File: src/hw/rtl/collation_sort_key_weight_emitter_top_assert.svh
// Assertion macros shared by the front end and queue modules of the sort key weight emitter.
`ifndef COLLATION_SORT_KEY_WEIGHT_EMITTER_TOP_ASSERT_SVH
`define COLLATION_SORT_KEY_WEIGHT_EMITTER_TOP_ASSERT_SVH

// Check cons in the same cycle as ante.
`define CSKW_ASSERT_NOW(label, clk, rst_n, ante, cons) \
	label: assert property (@(posedge clk) disable iff (!rst_n) (ante) |-> (cons)) \
		else $error("cskw assertion failed");

// Check cons in the cycle after ante.
`define CSKW_ASSERT_NEXT(label, clk, rst_n, ante, cons) \
	label: assert property (@(posedge clk) disable iff (!rst_n) (ante) |=> (cons)) \
		else $error("cskw assertion failed");

`endif

File: src/hw/rtl/cskw_pkg.sv
// Types and constants of the sort key weight emitter.
`timescale 1ns / 1ps

package cskw_pkg;

	localparam int WEIGHT_W = 16;
	localparam int LEVEL_CNT_W = 3;
	localparam int CFG_IDX_W = 2;

	localparam logic [WEIGHT_W-1:0] QUAT_MAX = 16'hFFFF;

	localparam logic [CFG_IDX_W-1:0] REG_SHIFTED_MODE = 2'd0;
	localparam logic [CFG_IDX_W-1:0] REG_LEVEL_COUNT = 2'd1;
	localparam logic [CFG_IDX_W-1:0] REG_VARIABLE_LOW = 2'd2;
	localparam logic [CFG_IDX_W-1:0] REG_VARIABLE_HIGH = 2'd3;

	typedef struct packed {
		logic shifted_mode;
		logic [LEVEL_CNT_W-1:0] level_count;
		logic [WEIGHT_W-1:0] variable_low;
		logic [WEIGHT_W-1:0] variable_high;
	} cfg_t;

	typedef struct packed {
		logic [WEIGHT_W-1:0] weight;
		logic end_of_key;
	} res_t;

endpackage

File: src/hw/rtl/collation_sort_key_weight_emitter_top.sv
// Top level of the collation sort key weight emitter.
`timescale 1ns / 1ps

// Builds a sort key from a stream of collation elements that the decoder replays once per
// level, each replay closed by an end-of-pass word. One word is taken per cycle while in_stall
// is low; the front end classifies it and updates level and variable state in that same cycle,
// and any result word passes through the queue into the output register. Up to QUEUE_DEPTH
// results wait in the queue behind the output register before in_stall rises. Write the
// configuration registers only while the block is idle.
module collation_sort_key_weight_emitter_top #(
	parameter int QUEUE_DEPTH = 2
) (
	input logic clk,
	input logic arst_n,
	input logic cfg_we,
	input logic [1:0] cfg_index,
	input logic [15:0] cfg_data,
	input logic in_valid,
	output logic in_stall,
	input logic [15:0] primary_weight,
	input logic [15:0] secondary_weight,
	input logic [15:0] tertiary_weight,
	input logic end_of_pass,
	output logic out_valid,
	input logic out_stall,
	output logic [15:0] weight,
	output logic end_of_key
);
	import cskw_pkg::*;

	cfg_t cfg_q;
	logic acc;
	logic push;
	res_t push_data;
	logic q_full;
	logic q_empty;
	logic pop;
	res_t q_data;

	always_ff @(posedge clk or negedge arst_n) begin
		if (!arst_n) begin
			cfg_q.shifted_mode <= 1'b0;
			cfg_q.level_count <= 3'd3;
			cfg_q.variable_low <= 16'd1;
			cfg_q.variable_high <= 16'd0;
		end else if (cfg_we) begin
			case (cfg_index)
				REG_SHIFTED_MODE: cfg_q.shifted_mode <= cfg_data[0];
				REG_LEVEL_COUNT: cfg_q.level_count <= cfg_data[LEVEL_CNT_W-1:0];
				REG_VARIABLE_LOW: cfg_q.variable_low <= cfg_data;
				REG_VARIABLE_HIGH: cfg_q.variable_high <= cfg_data;
				default: ;
			endcase
		end
	end

	assign in_stall = q_full;
	assign acc = in_valid && !q_full;

	cskw_front u_front (
		.clk(clk),
		.arst_n(arst_n),
		.cfg(cfg_q),
		.acc(acc),
		.primary_weight(primary_weight),
		.secondary_weight(secondary_weight),
		.tertiary_weight(tertiary_weight),
		.end_of_pass(end_of_pass),
		.push(push),
		.push_data(push_data)
	);

	cskw_queue #(
		.DEPTH(QUEUE_DEPTH)
	) u_queue (
		.clk(clk),
		.arst_n(arst_n),
		.push(push),
		.push_data(push_data),
		.full(q_full),
		.pop(pop),
		.pop_data(q_data),
		.empty(q_empty)
	);

	cskw_back u_back (
		.clk(clk),
		.arst_n(arst_n),
		.q_empty(q_empty),
		.q_data(q_data),
		.pop(pop),
		.out_valid(out_valid),
		.out_stall(out_stall),
		.weight(weight),
		.end_of_key(end_of_key)
	);

endmodule

File: src/hw/rtl/cskw_front.sv
// Front end: classify each element, track level and variable state, form the result word.
`timescale 1ns / 1ps
`include "collation_sort_key_weight_emitter_top_assert.svh"

module cskw_front (
	input logic clk,
	input logic arst_n,
	input cskw_pkg::cfg_t cfg,
	input logic acc,
	input logic [15:0] primary_weight,
	input logic [15:0] secondary_weight,
	input logic [15:0] tertiary_weight,
	input logic end_of_pass,
	output logic push,
	output cskw_pkg::res_t push_data
);
	import cskw_pkg::*;

	logic [1:0] lvl_q;
	logic prev_var_q;
	logic [2:0] n_lvl;
	logic [2:0] next_lvl;
	logic last;
	logic past_last;
	logic [15:0] w0, w1, w2, w3;
	logic var_now;
	logic in_range;
	logic [15:0] sel;

	always_comb begin
		if (cfg.level_count == 3'd0) begin
			n_lvl = 3'd1;
		end else if (cfg.level_count > 3'd4) begin
			n_lvl = 3'd4;
		end else begin
			n_lvl = cfg.level_count;
		end
	end

	assign next_lvl = {1'b0, lvl_q} + 3'd1;
	assign last = next_lvl >= n_lvl;
	assign past_last = {1'b0, lvl_q} >= n_lvl;

	assign in_range = (primary_weight != 16'd0) && (primary_weight >= cfg.variable_low)
		&& (primary_weight <= cfg.variable_high);

	always_comb begin
		w0 = primary_weight;
		w1 = secondary_weight;
		w2 = tertiary_weight;
		w3 = 16'd0;
		var_now = in_range;
		if (cfg.shifted_mode) begin
			if (primary_weight == 16'd0 && secondary_weight == 16'd0
				&& tertiary_weight == 16'd0) begin
				w3 = 16'd0;
			end else if (primary_weight == 16'd0 && tertiary_weight != 16'd0
				&& prev_var_q) begin
				w0 = 16'd0;
				w1 = 16'd0;
				w2 = 16'd0;
				var_now = 1'b1;
			end else if (in_range) begin
				w0 = 16'd0;
				w1 = 16'd0;
				w2 = 16'd0;
				w3 = primary_weight;
			end else if (primary_weight != 16'd0 || tertiary_weight != 16'd0) begin
				w3 = QUAT_MAX;
			end
		end
	end

	always_comb begin
		case (lvl_q)
			2'd0: sel = w0;
			2'd1: sel = w1;
			2'd2: sel = w2;
			default: sel = w3;
		endcase
	end

	always_comb begin
		push = 1'b0;
		push_data.weight = 16'd0;
		push_data.end_of_key = 1'b0;
		if (acc) begin
			if (end_of_pass) begin
				push = 1'b1;
				push_data.end_of_key = last;
			end else if (!past_last && sel != 16'd0) begin
				push = 1'b1;
				push_data.weight = sel;
			end
		end
	end

	always_ff @(posedge clk or negedge arst_n) begin
		if (!arst_n) begin
			lvl_q <= 2'd0;
			prev_var_q <= 1'b0;
		end else if (acc) begin
			if (end_of_pass) begin
				prev_var_q <= 1'b0;
				lvl_q <= last ? 2'd0 : next_lvl[1:0];
			end else if (!past_last && cfg.shifted_mode) begin
				prev_var_q <= var_now;
			end
		end
	end

	`CSKW_ASSERT_NEXT(a_key_end_clears, clk, arst_n, acc && end_of_pass && last, lvl_q == 2'd0 && !prev_var_q)
	`CSKW_ASSERT_NEXT(a_past_last_holds, clk, arst_n, acc && !end_of_pass && past_last, lvl_q == $past(lvl_q) && prev_var_q == $past(prev_var_q))
	`CSKW_ASSERT_NOW(a_key_end_on_pass, clk, arst_n, push && push_data.end_of_key, end_of_pass && push_data.weight == 16'd0)

endmodule

File: src/hw/rtl/cskw_queue.sv
// Result queue between the front end and the output stage.
`timescale 1ns / 1ps
`include "collation_sort_key_weight_emitter_top_assert.svh"

module cskw_queue #(
	parameter int DEPTH = 2
) (
	input logic clk,
	input logic arst_n,
	input logic push,
	input cskw_pkg::res_t push_data,
	output logic full,
	input logic pop,
	output cskw_pkg::res_t pop_data,
	output logic empty
);
	import cskw_pkg::*;

	localparam int PTR_W = (DEPTH > 1) ? $clog2(DEPTH) : 1;
	localparam int CNT_W = $clog2(DEPTH + 1);
	localparam logic [PTR_W-1:0] PTR_LAST = PTR_W'(DEPTH - 1);
	localparam logic [CNT_W-1:0] CNT_FULL = CNT_W'(DEPTH);

	res_t mem_q [DEPTH];
	logic [PTR_W-1:0] wr_ptr_q;
	logic [PTR_W-1:0] rd_ptr_q;
	logic [CNT_W-1:0] count_q;

	assign full = count_q == CNT_FULL;
	assign empty = count_q == '0;
	assign pop_data = mem_q[rd_ptr_q];

	always_ff @(posedge clk) begin
		if (push) begin
			mem_q[wr_ptr_q] <= push_data;
		end
	end

	always_ff @(posedge clk or negedge arst_n) begin
		if (!arst_n) begin
			wr_ptr_q <= '0;
			rd_ptr_q <= '0;
			count_q <= '0;
		end else begin
			if (push) begin
				wr_ptr_q <= (wr_ptr_q == PTR_LAST) ? '0 : wr_ptr_q + 1'b1;
			end
			if (pop) begin
				rd_ptr_q <= (rd_ptr_q == PTR_LAST) ? '0 : rd_ptr_q + 1'b1;
			end
			if (push && !pop) begin
				count_q <= count_q + 1'b1;
			end else if (pop && !push) begin
				count_q <= count_q - 1'b1;
			end
		end
	end

	`CSKW_ASSERT_NOW(a_no_push_full, clk, arst_n, push, !full)
	`CSKW_ASSERT_NOW(a_no_pop_empty, clk, arst_n, pop, !empty)
	`CSKW_ASSERT_NEXT(a_count_up, clk, arst_n, push && !pop, count_q == $past(count_q) + 1'b1)

endmodule

File: src/hw/rtl/cskw_back.sv
// Output stage: register each result word and hold it while stalled.
`timescale 1ns / 1ps

module cskw_back (
	input logic clk,
	input logic arst_n,
	input logic q_empty,
	input cskw_pkg::res_t q_data,
	output logic pop,
	output logic out_valid,
	input logic out_stall,
	output logic [15:0] weight,
	output logic end_of_key
);
	import cskw_pkg::*;

	logic valid_q;
	res_t data_q;

	assign pop = !q_empty && (!valid_q || !out_stall);
	assign out_valid = valid_q;
	assign weight = data_q.weight;
	assign end_of_key = data_q.end_of_key;

	always_ff @(posedge clk or negedge arst_n) begin
		if (!arst_n) begin
			valid_q <= 1'b0;
		end else if (!valid_q || !out_stall) begin
			valid_q <= !q_empty;
		end
	end

	always_ff @(posedge clk) begin
		if (pop) begin
			data_q <= q_data;
		end
	end

endmodule

File: config.mk
export PLATFORM = sky130hd
export DESIGN_NAME = collation_sort_key_weight_emitter_top
export DESIGN_NICKNAME = d
export VERILOG_FILES = /design/src/hw/rtl/cskw_pkg.sv /design/src/hw/rtl/collation_sort_key_weight_emitter_top.sv /design/src/hw/rtl/cskw_front.sv /design/src/hw/rtl/cskw_queue.sv /design/src/hw/rtl/cskw_back.sv
export VERILOG_INCLUDE_DIRS = /design/src /design/src/hw/rtl
export SDC_FILE = /design/constraint.sdc
export NUM_CORES = 1
export LEC_CHECK = 0
export CAP_MARGIN = 20
export CORE_MARGIN = 10
export CORE_UTILIZATION = 50
export CTS_BUF_LIST = sky130_fd_sc_hd__clkbuf_4 sky130_fd_sc_hd__clkbuf_8
export DETAILED_ROUTE_END_ITERATION = 10
export DONT_BUFFER_PORTS = 1
export PLACE_DENSITY_LB_ADDON = 0.2
export SLEW_MARGIN = 20
export SYNTH_ARGS = -nofsm -noshare
export SYNTH_HDL_FRONTEND = slang
export SYNTH_SLANG_ARGS = --single-unit
File: constraint.sdc
create_clock -name clk -period 3.84 [get_ports clk]
set_clock_uncertainty 0.2 [all_clocks]
set_input_delay 0.384 -clock clk [delete_from_list [all_inputs] [get_ports clk]]
set_output_delay 0.384 -clock clk [all_outputs]
set_load 0.01 [all_outputs]
[After elaboration in Yosys (flattened, before gate mapping)]
Memories as Yosys holds them, arrays and structs flattened. A register that Yosys moved wholly into a read port is not among the register bits.
Cells that the tools add are included.
Storage, ports and cells
  word-level logic and storage cells: 105
  memories: 1
  bits in writable memories: 34
  register bits: 44
  input bits: 72
  output and inout port bits: 19
  latch bits: 0
  memory bits (read-only): 0
Memory list
  u_queue.mem_q: depth 2, width 17, rd ports 1, clocked after memory_dff 1, wr ports 1, line cskw_queue.sv:24  | res_t mem_q [DEPTH];
Operators by class
  shifts and indexed selects: 0
  eq/ne operators: 6
  div/mod/pow operators: 0
  $mul: 0
  bitwise operators: 0
  multiplexer cells: 39
  add/subtract/negate cells: 5
  $lt $le $gt $ge: 5
  reduce and logical (&&, ||, !) cells: 39
Operator list (count)
  2-to-1 mux 16 bit: 19
  zero test 16 bit: 3
  case mux 16 bit (3 select lines): 1
  nonzero test 16 bit: 3
  2-to-1 mux 17 bit: 1
  >= comparator 16 bit: 1
  less-or-equal comparator 16 bit: 1
  2-to-1 mux 1 bit: 13
  logical AND 1 bit: 12
  AND reduction 2 bit: 6
  == test 2 bit, second input constant: 4
  zero test 1 bit: 7
  zero test 2 bit: 3
  2-to-1 mux 2 bit: 3
  2-to-1 mux 3 bit: 2
  == test 2 x 1 -> 1 bit, second input constant: 2
  nonzero test 2 bit: 2
  adder 2 x 1 -> 3 bit, second input constant: 1
  >= comparator 2 x 3 -> 1 bit: 1
  >= comparator 3 bit: 1
  > comparator 3 bit, second input constant: 1
  zero test 3 bit: 1
  adder 1 bit, second input constant: 2
  adder 2 x 1 -> 2 bit, second input constant: 1
  2 further kinds: 3

[Depth between registers and ports, before layout]
Gate-level depths: netlist of the first run.
  word-level depth: 17
  gate-level depth with buffers: 14

[By module]
Synthesis of the first run repeated with hierarchy kept, for this count alone.
Second synthesis, totals
  cell total of the unflattened synthesis: 416
  area total of the unflattened synthesis: 5233.8 um2
By module, submodules not included
  cskw_front: sequential area each 75.1 um2, times used 1, cells each 248, area each 1752.9 um2
  collation_sort_key_weight_emitter_top: sequential area each 904.6 um2, times used 1, cells each 79, area each 1466.4 um2
  cskw_queue: sequential area each 1121.1 um2, times used 1, cells each 69, area each 1463.9 um2
  cskw_back: sequential area each 535.5 um2, times used 1, cells each 20, area each 550.5 um2

[Least setup slack after synthesis of the first run]
OpenSTA, ideal clock, no wires.
  kind: register to register
  start point: register cfg_q[32] (netlist name)
  end point: memory u_queue.mem_q[1][0] (netlist name), enable pin
  data arrival time: 2.859 ns
  setup slack: 0.389 ns
  stages on the path, launching flop included: 11
  data required time: 3.248 ns
  clock period less this slack: 3.451 ns
  setup time: 0.392 ns
  path buffers: 0
  cells stage by stage: dfstp_2 inv_1 a21oi_1 ha_1 nand2b_1 a21oi_1 nor2_1 or2_2 nor3_1 a221oi_4 nor2b_1
Between the ends
  word-level cells in the longest chain between the ends: 11
  elaborated cells between the ends (all ways): 12
  those cells by class: order compare: 2; mux: 7; reduce/logical: 3
RTL lines
  start, declared: line collation_sort_key_weight_emitter_top.sv:31  | cfg_t cfg_q;
  > comparator 3 bit: line cskw_front.sv:33  | end else if (cfg.level_count > 3'd4) begin
  2-to-1 mux 3 bit: line cskw_front.sv:33
  2-to-1 mux 3 bit *: line cskw_front.sv:31  | if (cfg.level_count == 3'd0) begin
  >= comparator 2 x 3 -> 1 bit *: line cskw_front.sv:42  | assign past_last = {1'b0, lvl_q} >= n_lvl;
  zero test 1 bit *: line cskw_front.sv:91  | end else if (!past_last && sel != 16'd0) begin
  logical AND 1 bit *: line cskw_front.sv:91
  2-to-1 mux 1 bit *: line cskw_front.sv:91
  2-to-1 mux 1 bit *: line cskw_front.sv:88  | if (end_of_pass) begin
  2-to-1 mux 1 bit *: line cskw_front.sv:87  | if (acc) begin
  2-to-1 mux 1 bit *: line cskw_queue.sv:34  | if (push) begin
  2-to-1 mux 1 bit (implied by the code) *: line cskw_queue.sv:35  | mem_q[wr_ptr_q] <= push_data;
  end, declared: line cskw_queue.sv:24
Mark *: on every way between the ends. The rest lies on a longest branch, timed or not.

[Worst setup path after layout of the first run]
  start point: register u_front.lvl_q[0]
  end point: register u_queue.count_q[1]
Between the ends
  word-level cells in the longest chain between the ends: 10
  elaborated cells between the ends (all ways): 16
  those cells by class: order compare: 1; eq/ne: 2; mux: 5; reduce/logical: 8
RTL lines
  start, declared: line cskw_front.sv:19  | logic [1:0] lvl_q;
  start signal, assigned: line cskw_front.sv:105  | lvl_q <= last ? 2'd0 : next_lvl[1:0];
  == test 2 bit (tied with other cells): line cskw_front.sv:75  | case (lvl_q)
  case mux 16 bit (3 select lines): line cskw_front.sv:75
  nonzero test 16 bit: line cskw_front.sv:91
  logical AND 1 bit *: line cskw_front.sv:91
  2-to-1 mux 1 bit *: line cskw_front.sv:91
  2-to-1 mux 1 bit *: line cskw_front.sv:88
  2-to-1 mux 1 bit *: line cskw_front.sv:87
  via push: line collation_sort_key_weight_emitter_top.sv:33  | logic push;
  zero test 1 bit: line cskw_queue.sv:53  | end else if (pop && !push) begin
  logical AND 1 bit: line cskw_queue.sv:53
  nonzero test 2 bit (no line)
  end signal, assigned: line cskw_queue.sv:52  | count_q <= count_q + 1'b1;
  end signal, assigned: line cskw_queue.sv:54  | count_q <= count_q - 1'b1;
  end, declared: line cskw_queue.sv:27  | logic [CNT_W-1:0] count_q;
The timed path passes the listed nets; every way through them passes the cells marked *.
A chain may end at the register's enable or synchronous reset.

==> qor.yml, run 1 <==
status:
  outcome: "completed"
floorplanning:
  starting_density_pct: 50.6
  die_area_um2: 14800
  dieHeight_um: 122
  die_w_um: 122
  row_count: 37
  io-pin-count: 91
  design.core.area_um2: 10200
sta:
  fin_tns_setup_ps: 0
  timing.final.crit_share_pct: 92.2
  finalMaxSlewViolations: 0
  worst_max_slew_pin_slew_ps: 918
  report.final.setup_viol: 0
  maximum_clock_rate_mhz: 282
  worst_max_slew_margin_expressed_relative_to_the_limit_pct: 38.6
  rsz0062_at_grt: "false"
  finalHoldViolCount: 0
  final_period_minus_worst_setup_slack_ps: 3540
  setup_ws_ps: 300
placement:
  globalplace.congestion: 0.894
  place_ws_ps: 236
  port_buffers: 0
  dpl.hpwl_um: 9590
logic_synthesis:
  synth-async-reset-ratio_pct: 46.3
  post_synth_edffs: 51
  mean_instance_size_in_the_synthesized_netlist_um2: 12.1
  ys_ff_latch: 95
  synth_top_flop_cell: "sky130_fd_sc_hd__edfxtp_1"
  ys_types: 44
  mappedNetlistNets: 542
  postSynthCellCount: 427
  synthesis.area_um2: 5160
  synthesis.yosys.warnings: 0
  synth_seq_area_share_pct: 51.1
setup_path:
  timing.rr.end: "u_queue.count_q[1]$_DFFE_PN0P_"
  required_ps: 3940
  worst_path_largest_cell_delay_ps: 610
  cp-start-kind: "flop"
  timing.reg2reg.worst_path_depth: 11
  critical_path_arrival_ps: 3640
  setup.worst_path.class: "flop to flop"
  worst-path-buf-inv: 2
  cpMaxStageDelayCell: "sky130_fd_sc_hd__a222oi_1"
  setup.reg_to_reg.worst_slack_ps: 300
  critical_path_peak_fanout: 16
  rr_startpoint: "u_front.lvl_q[0]$_DFFE_PN0P_"
  timing.critical_path.to_type: "flop"
  cell_breakdown_of_the_critical_path: "inv_1 -> ha_1 -> a222oi_1 -> nand4_1 -> nor4_2 -> nor3_1 -> a221oi_4 -> inv_1 -> ha_1 -> nor2_1 -> xor2_1"
  top_delay_family_on_crit_path: "compound AO/OA/AOI/OAI gates"
clocking:
  cts_inserted_buffers: 9
  source_to_sink_clock_delay_at_the_later_pin_of_the_worst_skew_pair_ps: 370
  cts.repair_timing.setup_buffer_count: 0
  cts.sink_count: 95
  tritoncts: "yes"
  cts.path.max_buffers: 2
  h-tree-depth: 3
  clkSlewWorstSetupHoldPaths_ps: 100
  cts.root.buffer_cell: "sky130_fd_sc_hd__clkbuf_8"
min_path:
  min_path_cells: 2
  holdPathEnd: "u_front.prev_var_q$_DFFE_PN0P_"
  holdCritStartpoint: "end_of_pass"
  holdCritPathClass: "input pin to flop"
layout:
  most_common_cell_after_layout_fill_and_taps_aside: "sky130_fd_sc_hd__mux2_2"
  mostFrequentLayoutCells: "53 x sky130_fd_sc_hd__mux2_2, 51 x sky130_fd_sc_hd__edfxtp_1, 43 x sky130_fd_sc_hd__ha_1"
  drive_above_1_share_pct: 18.0
  areaGrowthSynthToFinish_pct: 10.2
  layout.nets: 561
  num_antenna_cells: 0
  fillers: 881
routing:
  routedLengthMet1_um: 5000
  vias: 3533
  detail_route.first_pass.iterations: 7
  drt_wl_total_um: 12500
  route.top_layer_used: "met4"
  dr_wl_met2_um: 5740
  ant_nets: 0
  dr_wl_met3_um: 1140
  detail_route.drc_violations: 0
  drtIter0Drc: 375
  post_drt_via_cell_ratio: 6.02
  routed_wire_length_per_instance_um: 21.2
global_routing:
  grt_max_degree: 45
  grt_remaining_overflow: 0
  wire_length_of_the_first_global_routing_pass_um: 19600
  grt_pass1_vias: 3606
  track_usage_pct: 16.9
  grt_antenna_before_repair: 0
job:
  max_cap_violations: 0
power_and_ir_drop:
  worst_supply_voltage_drop_on_vdd_mv: 0.236
  power_density_over_the_cells_nw_per_um2: 613
  power.static_leakage_nw: 2.31
==> per-layer routing <==
layer  global-route usage (%)  vias to the layer above
met1                     19.9                     1675
met3                     6.34                       39
met2                     26.0                      175
met4                     9.46                        0
met5                        0                        -
li1                         -                     1644
==> stage by stage <==
stage | hold WS (ps) | util [%] | area, um^2 | power [mW] | cells
after floorplan | -112 | - | 5160 | 2.58 | 427
after detailed placement | -110 | 51.8 | 5280 | 2.85 | 552
after global routing | 78.2 | 55.8 | 5690 | 3.73 | 587
after global placement | -110 | 51.8 | 5270 | 2.80 | 551
after CTS | 70.2 | 55.8 | 5680 | 3.51 | 587
final | 76.6 | 55.8 | 5690 | 3.48 | 587
==> repair_timing <==
item | in CTS | in global routing
endpoints found under the setup margin | 0 | 1
hold buffers | 19 | 0
hold endpoints to repair | 81 | 0
gates resized for setup | 0 | 1
==> registers in the layout (all words and copies together) (netlist names) <==
register and count:
u_queue.rd_ptr_q 1, u_back.out_valid 1, u_front.lvl_q 2, u_queue.count_q 2, u_queue.mem_q 34, u_front.prev_var_q 1, u_back.end_of_key 1, u_back.weight 16
u_queue.wr_ptr_q 1, cfg_q 36
==> cell families after synthesis <==
kind of cell,after synthesis,share of synthesized area (%)
simple gates,88,9.27
xor+xnor,5,0.849
buf+inv,56,4.42
mux,53,11.6
compound gates,87,12.3
fa+ha+maj,43,10.4
flops,95,51.1
==> power by group <==
group          leakage, nW  switching (mW)  total (mW)  internal, mW
Combinational         1.20           0.642        1.16         0.520
Clock               0.0984           0.384       0.634         0.250
Sequential            1.01           0.210        1.69          1.48
Total                 2.31            1.24        3.48          2.25
==> worst max-delay path by stage <==
stage,cells after the start,slack (ps),endpoint,start
after global routing,11,20,u_queue.count_q[1]$_DFFE_PN0P_,u_front.lvl_q[0]$_DFFE_PN0P_
after floorplan,10,390,u_queue.mem_q[1][0]$_DFFE_PP_,cfg_q[32]$_DFFE_PN1P_
after detailed placement,11,240,u_queue.count_q[1]$_DFFE_PN0P_,u_front.lvl_q[0]$_DFFE_PN0P_
after global placement,8,330,u_queue.mem_q[1][5]$_DFFE_PP_,cfg_q[16]$_DFFE_PN1P_
final,11,300,u_queue.count_q[1]$_DFFE_PN0P_,u_front.lvl_q[0]$_DFFE_PN0P_
after CTS,11,190,u_queue.count_q[1]$_DFFE_PN0P_,u_front.lvl_q[0]$_DFFE_PN0P_
==> area by class of cell <==
type                            count  area [um^2]  share of cell area, %
Sequential cell                    95         2640                   46.4
Multi-Input combinational cell    276         2300                   40.4
Timing Repair Buffer               22          230                   4.05
Tap cell                          136          170                   2.99
Inverter                           42          158                   2.77
Clock buffer                        9          124                   2.18
Clock inverter                      7         67.6                   1.19
==> synthesized netlist by cell type (2+ instances only) <==
cell | count | area (um^2)
sky130_fd_sc_hd__a21oi_1 | 31 | 155
sky130_fd_sc_hd__nand2_1 | 17 | 63.8
sky130_fd_sc_hd__a21boi_1 | 2 | 15.0
sky130_fd_sc_hd__ha_1 | 43 | 538
sky130_fd_sc_hd__buf_6 | 2 | 22.5
sky130_fd_sc_hd__edfxtp_1 | 51 | 1530
sky130_fd_sc_hd__nor3_1 | 2 | 10.0
sky130_fd_sc_hd__nand2b_1 | 20 | 125
sky130_fd_sc_hd__nand4_1 | 10 | 62.6
sky130_fd_sc_hd__buf_2 | 2 | 10.0
sky130_fd_sc_hd__mux2_2 | 53 | 597
sky130_fd_sc_hd__dfstp_2 | 3 | 78.8
sky130_fd_sc_hd__nor2_1 | 11 | 41.3
sky130_fd_sc_hd__a21o_1 | 2 | 15.0
sky130_fd_sc_hd__o31ai_1 | 17 | 128
sky130_fd_sc_hd__inv_1 | 41 | 154
sky130_fd_sc_hd__xor2_1 | 2 | 17.5
sky130_fd_sc_hd__a222oi_1 | 16 | 160
sky130_fd_sc_hd__nor2b_1 | 3 | 18.8
sky130_fd_sc_hd__o21ai_0 | 8 | 40.0
sky130_fd_sc_hd__nand3_1 | 8 | 40.0
sky130_fd_sc_hd__xnor2_1 | 3 | 26.3
sky130_fd_sc_hd__nor4_1 | 10 | 62.6
sky130_fd_sc_hd__dfrtp_1 | 41 | 1030
sky130_fd_sc_hd__clkbuf_1 | 9 | 33.8
sky130_fd_sc_hd__nand3b_1 | 2 | 15.0
(Power assumes the default switching activity.)
==> run 2, diff against run 1 <==
- CORE_MARGIN: 10 -> default
- MAX_ROUTING_LAYER: default -> met4
==> qor.yml, run 2 (synthesis gave the netlist of run 1 again) <==
status:
  outcome: "completed"
routing:
  detail_route.first_pass.iterations: 8  # +1
  ant_nets: 0  # unchanged
  drtIter0Drc: 472  # +26%
  post_drt_via_cell_ratio: 6.07  # +0.91%
  vias: 3541  # +0.23%
  detail_route.drc_violations: 0  # unchanged
  routed_wire_length_per_instance_um: 19.8  # -6.5%
  drt_wl_total_um: 11600  # -7.1%
layout:
  largest_reg_flops: 36  # unchanged
  fillers: 818  # -7.2%
  layout.nets: 560  # -0.18%
  areaGrowthSynthToFinish_pct: 10.1  # about the same
  num_antenna_cells: 0  # unchanged
  most_common_cell_after_layout_fill_and_taps_aside: "sky130_fd_sc_hd__mux2_2"
  multiInputGateArea_um2: 2300  # +0.16%
  seq_area_um2: 2640  # unchanged
  registers.top_by_ff_count: "cfg_q"
  design_area_um2: 5680  # about the same
  drive_above_1_share_pct: 18.0  # +0.040 points
  mostFrequentLayoutCells: "53 x sky130_fd_sc_hd__mux2_2, 51 x sky130_fd_sc_hd__edfxtp_1, 43 x sky130_fd_sc_hd__ha_1"
power_and_ir_drop:
  power.static_leakage_nw: 2.30  # -0.34%
  power_density_over_the_cells_nw_per_um2: 612  # -0.12%
  worst_supply_voltage_drop_on_vdd_mv: 0.254  # +7.7%
clocking:
  clkSlewWorstSetupHoldPaths_ps: 100  # about the same
  cts.sink_count: 95  # unchanged
  tritoncts: "yes"
  cts.path.max_buffers: 2  # unchanged
  source_to_sink_clock_delay_at_the_later_pin_of_the_worst_skew_pair_ps: 360  # about the same
  cts.root.buffer_cell: "sky130_fd_sc_hd__clkbuf_8"
  cts_inserted_buffers: 9  # unchanged
  h-tree-depth: 3  # unchanged
sta:
  worst_max_slew_margin_expressed_relative_to_the_limit_pct: 38.1  # -0.57 points
  finalMaxSlewViolations: 0  # unchanged
  finalHoldViolCount: 0  # unchanged
  worst_max_slew_pin_slew_ps: 926  # +8.30 ps
  final_period_minus_worst_setup_slack_ps: 3550  # +10.0 ps
  rsz0062_at_grt: "false"
  setup_ws_ps: 290  # -10.0 ps
  maximum_clock_rate_mhz: 282  # -0.28%
  timing.final.crit_share_pct: 92.5  # +0.26 points
  fin_tns_setup_ps: 0  # unchanged
  final.hold.worst_slack_ps: 92.1  # +15.5 ps
  report.final.setup_viol: 0  # unchanged
setup_path:
  rr_startpoint: "u_front.lvl_q[0]$_DFFE_PN0P_"
  setup.worst_path.class: "flop to flop"
  cp-start-kind: "flop"
  critPathLaunch: "u_front.lvl_q[0]$_DFFE_PN0P_"
  setup.reg_to_reg.worst_slack_ps: 290  # about the same
  timing.reg2reg.worst_path_depth: 12  # +1
  critical_path_cell_count: 12  # +1
  critical_path.endpoint: "u_queue.count_q[1]$_DFFE_PN0P_"
  top_delay_family_on_crit_path: "simple AND/OR/NAND/NOR gates"
  worst-path-buf-inv: 2  # unchanged
  critical_path_peak_fanout: 16  # unchanged
  timing.critical_path.to_type: "flop"
  worst_path_largest_cell_delay_ps: 500  # -110 ps
  cpMaxStageDelayCell: "sky130_fd_sc_hd__a222oi_1"
  required_ps: 3920  # -20 ps
  timing.rr.end: "u_queue.count_q[1]$_DFFE_PN0P_"
  cell_breakdown_of_the_critical_path: "inv_1 -> ha_1 -> a222oi_1 -> nand4_1 -> nor4_2 -> nor3_1 -> a221oi_4 -> inv_1 -> ha_1 -> xor2_1 -> nor2_1 -> xor2_1"
  critical_path_arrival_ps: 3640  # about the same
min_path:
  holdCritPathClass: "input pin to flop"
  holdCritStartpoint: "end_of_pass"
global_routing:
  track_usage_pct: 23.3  # +6.5 points
  grt_remaining_overflow: 0  # unchanged
  grt_antenna_before_repair: 0  # unchanged
  grt_use_met3_pct: 5.48  # -0.86 points
  wire_length_of_the_first_global_routing_pass_um: 18900  # -3.6%
  global_route.peak_usage_layer: "met2"
  global_route.usage.met2_pct: 36.0  # +10 points
  grt_pass1_vias: 3616  # +0.28%
  met1_track_demand_over_resource_in_global_routing_pct: 28.8  # +8.9 points
  grt_max_degree: 45  # unchanged
placement:
  dpl_cell_area_um2: 5270  # -0.14%
  dpl.hpwl_um: 8780  # -8.4%
  place_ws_ps: 288  # +52.0 ps
  globalplace.congestion: 0.941  # +5.2%
  port_buffers: 0  # unchanged
floorplanning:
  starting_density_pct: 52.3  # +1.6 points
  row_count: 36  # -2.7%
  io-pin-count: 91  # unchanged
  design.core.area_um2: 9860  # -3.1%
  dieHeight_um: 104  # -15%
  die_w_um: 104  # -15%
  die_area_um2: 10700  # -27%
job:
  max_cap_violations: 0  # unchanged
-- run 2: timing repair --
action | in CTS | in global routing
resized for setup | 0 | 1
setup endpoints to repair | 0 | 1
endpoints found under the hold margin | 81 | 0
setup buffers | 0 | 0
hold buffers | 19 | 0
-- run 2: layer usage --
metal	share of wire (%)	wire, um
met5	0	0
met4	3.4	399
met3	6.8	783
met2	48	5550
met1	42	4840
-- run 2: where the power goes --
part	internal, mW	switching, mW
clock network	0.250	0.381
logic	0.517	0.645
registers	1.48	0.207
-- run 2: how the worst min path moves through the flow --
stage | endpoint | cells after the start
floorplan | cfg_q[0]$_DFFE_PN0P_ | 0
global placement | cfg_q[17]$_DFFE_PN0P_ | 0
detailed placement | cfg_q[2]$_DFFE_PN0P_ | 0
CTS | u_front.prev_var_q$_DFFE_PN0P_ | 2
global route | u_front.prev_var_q$_DFFE_PN0P_ | 2
finish | u_front.prev_var_q$_DFFE_PN0P_ | 2
-- run 2: through the flow --
step           utilization, %  power, mW  instances
6_report                 57.6       3.48        583
5_1_grt                  57.6       3.70        583
2_1_floorplan               -       2.58        427
4_1_cts                  57.5       3.49        583
3_3_place_gp             53.4       2.79        548
3_5_place_dp             53.4       2.83        548
-- run 2: area by class of cell --
cell class                 instances  area share [%]
clock buffer                       9            2.18
clock inverter                     7            1.23
inverter                          42            2.78
multi-input combinational        276            40.6
sequential                        95            46.4
tap                              133            2.93
timing repair buffer              21            3.92
==> run 3, diff against run 2 <==
- CORE_ASPECT_RATIO: default -> 1.75
- CORE_MARGIN: default -> 2
==> qor.yml, run 3 (synthesis gave the netlist of run 1 again) <==
floorplanning:
  io-pin-count: 91  # unchanged
  starting_density_pct: 50.7  # -1.6 points
  die_w_um: 80.8  # -22%
  die_area_um2: 11200  # +4.2%
  dieHeight_um: 138  # +34%
  design.core.area_um2: 10200  # +3.2%
  row_count: 49  # +36%
sta:
  fin_tns_setup_ps: 0  # unchanged
  finalMaxSlewViolations: 0  # unchanged
  setup_ws_ps: 309  # +19.1 ps
  rsz0062_at_grt: "false"
  worst_max_slew_margin_expressed_relative_to_the_limit_pct: 42.9  # +4.9 points
  worst_max_slew_pin_slew_ps: 853  # -72.9 ps
  maximum_clock_rate_mhz: 283  # +0.54%
  final_period_minus_worst_setup_slack_ps: 3530  # -19.1 ps
  timing.final.crit_share_pct: 92.0  # -0.50 points
  finalHoldViolCount: 0  # unchanged
  report.final.setup_viol: 0  # unchanged
status:
  outcome: "completed"
setup_path:
  top_delay_family_on_crit_path: "compound AO/OA/AOI/OAI gates"
  cp-start-kind: "flop"
  setup.worst_path.class: "flop to flop"
  required_ps: 3930  # about the same
  worst_path_largest_cell_delay_ps: 500  # about the same
  critical_path_arrival_ps: 3620  # -20 ps
  rr_startpoint: "u_front.lvl_q[1]$_DFFE_PN0P_"
  cell_breakdown_of_the_critical_path: "inv_1 -> ha_1 -> a222oi_1 -> nand4_1 -> nor4_1 -> buf_4 -> nor3_1 -> a221oi_4 -> inv_1 -> ha_1 -> xor2_1 -> nor2_1 -> xor2_1"
  timing.critical_path.to_type: "flop"
  worst-path-buf-inv: 3  # +1
  cpMaxStageDelayCell: "sky130_fd_sc_hd__a222oi_1"
  critPathLaunch: "u_front.lvl_q[1]$_DFFE_PN0P_"
  critical_path_peak_fanout: 16  # unchanged
clocking:
  tritoncts: "yes"
  h-tree-depth: 3  # unchanged
  cts.path.max_buffers: 2  # unchanged
  source_to_sink_clock_delay_at_the_later_pin_of_the_worst_skew_pair_ps: 360  # about the same
  cts.root.buffer_cell: "sky130_fd_sc_hd__clkbuf_8"
  cts_inserted_buffers: 9  # unchanged
  cts.sink_count: 95  # unchanged
  cts.repair_timing.setup_buffer_count: 0  # unchanged
  clkSlewWorstSetupHoldPaths_ps: 100  # about the same
routing:
  ant_nets: 0  # unchanged
  drtIter0Drc: 349  # -26%
  detail_route.drc_violations: 0  # unchanged
  vias: 3572  # +0.88%
  routed_wire_length_per_instance_um: 21.1  # +6.2%
  post_drt_via_cell_ratio: 6.15  # +1.2%
  detail_route.first_pass.iterations: 10  # +2
  drt_wl_total_um: 12200  # +5.9%
placement:
  dpl_cell_area_um2: 5290  # +0.36%
  dpl.hpwl_um: 9360  # +6.6%
  port_buffers: 0  # unchanged
  place_ws_ps: 205  # -83.4 ps
  globalplace.congestion: 0.919  # -2.3%
global_routing:
  track_usage_pct: 23.6  # +0.25 points
  grt_pass1_vias: 3709  # +2.6%
  wire_length_of_the_first_global_routing_pass_um: 19100  # +1.1%
  grt_remaining_overflow: 0  # unchanged
  grt_antenna_before_repair: 0  # unchanged
  grt_max_degree: 45  # unchanged
power_and_ir_drop:
  power.static_leakage_nw: 2.34  # +1.9%
  worst_supply_voltage_drop_on_vdd_mv: 0.305  # +20%
  power_density_over_the_cells_nw_per_um2: 639  # +4.4%
layout:
  mostFrequentLayoutCells: "53 x sky130_fd_sc_hd__mux2_2, 51 x sky130_fd_sc_hd__edfxtp_1, 41 x sky130_fd_sc_hd__inv_1, 41 x sky130_fd_sc_hd__ha_1, 41 x sky130_fd_sc_hd__dfrtp_1"
  num_antenna_cells: 0  # unchanged
  drive_above_1_share_pct: 18.7  # +0.72 points
  design_area_um2: 5750  # +1.2%
  registers.top_by_ff_count: "cfg_q"
  layout.nets: 564  # +0.71%
  largest_reg_flops: 36  # unchanged
  most_common_cell_after_layout_fill_and_taps_aside: "sky130_fd_sc_hd__mux2_2"
  areaGrowthSynthToFinish_pct: 11.5
job:
  max_cap_violations: 0  # unchanged
min_path:
  holdCritStartpoint: "end_of_pass"
  holdCritPathClass: "input pin to flop"
run 3: timing repair:
action / in CTS / in global routing
endpoints found under the hold margin: 81 / 0
resized for setup: 0 / 2
hold buffers: 19 / 0
endpoints found under the setup margin: 0 / 1
run 3: cell type report:
class	instances	area, um^2
clock buffer	10	131
clock inverter	6	115
fill	900	4430
inverter	42	158
multi-input combinational	276	2300
sequential	95	2640
tap	127	159
timing repair buffer	25	253
run 3: final timing paths:
| check | endpoint | slack (ps) | cells after the start |
|---|---|---|---|
| max | u_queue.count_q[1]$_DFFE_PN0P_ | 310 | 13 |
| min | u_front.prev_var_q$_DFFE_PN0P_ | 80 | 2 |
| max reg2reg | u_queue.count_q[1]$_DFFE_PN0P_ | 310 | 13 |
| min reg2reg | u_queue.wr_ptr_q$_DFFE_PN0P_ | 290 | 1 |
| max in group asynchronous | cfg_q[32]$_DFFE_PN1P_ | 2870 | 2 |
| min in group asynchronous | u_queue.count_q[1]$_DFFE_PN0P_ | 310 | 2 |
run 3: metrics by stage:
step / power [mW] / utilization [%] / instances / hold slack, ps
detailed placement: 2.87 / 52.0 / 546 / -111
finish: 3.68 / 56.5 / 581 / 80.8
CTS: 3.71 / 56.5 / 581 / 59.7
floorplan: 2.58 / - / 427 / -112
global placement: 2.82 / 52.0 / 546 / -111
global route: 3.91 / 56.5 / 581 / 80.4
run 3: layer usage:
metal | vias up | wire, um | track usage, % | part of all wire [%]
li1 | 1650 | - | - | -
met1 | 1721 | 4110 | 23.8 | 34
met2 | 162 | 6510 | 39.9 | 53
met3 | 39 | 1070 | 6.92 | 8.7
met4 | 0 | 561 | 12.8 | 4.6
met5 | - | 0 | - | 0
run 3: worst reg2reg max path, stage by stage, from the launching register on:
cell and delay [ps]:
sky130_fd_sc_hd__dfrtp_1 430, sky130_fd_sc_hd__inv_1 100, sky130_fd_sc_hd__ha_1 390, sky130_fd_sc_hd__a222oi_1 510, sky130_fd_sc_hd__nand4_1 210, sky130_fd_sc_hd__nor4_1 350, sky130_fd_sc_hd__buf_4 180, sky130_fd_sc_hd__nor3_1 60
sky130_fd_sc_hd__a221oi_4 340, sky130_fd_sc_hd__inv_1 80, sky130_fd_sc_hd__ha_1 210, sky130_fd_sc_hd__xor2_1 140, sky130_fd_sc_hd__nor2_1 120, sky130_fd_sc_hd__xor2_1 150
run 3: report_power, final:
| group | internal (mW) | switching (mW) | leakage [nW] |
|---|---|---|---|
| Sequential | 1.48 | 0.211 | 1.01 |
| Combinational | 0.531 | 0.666 | 1.21 |
| Clock | 0.444 | 0.345 | 0.121 |
| Total | 2.45 | 1.22 | 2.34 |
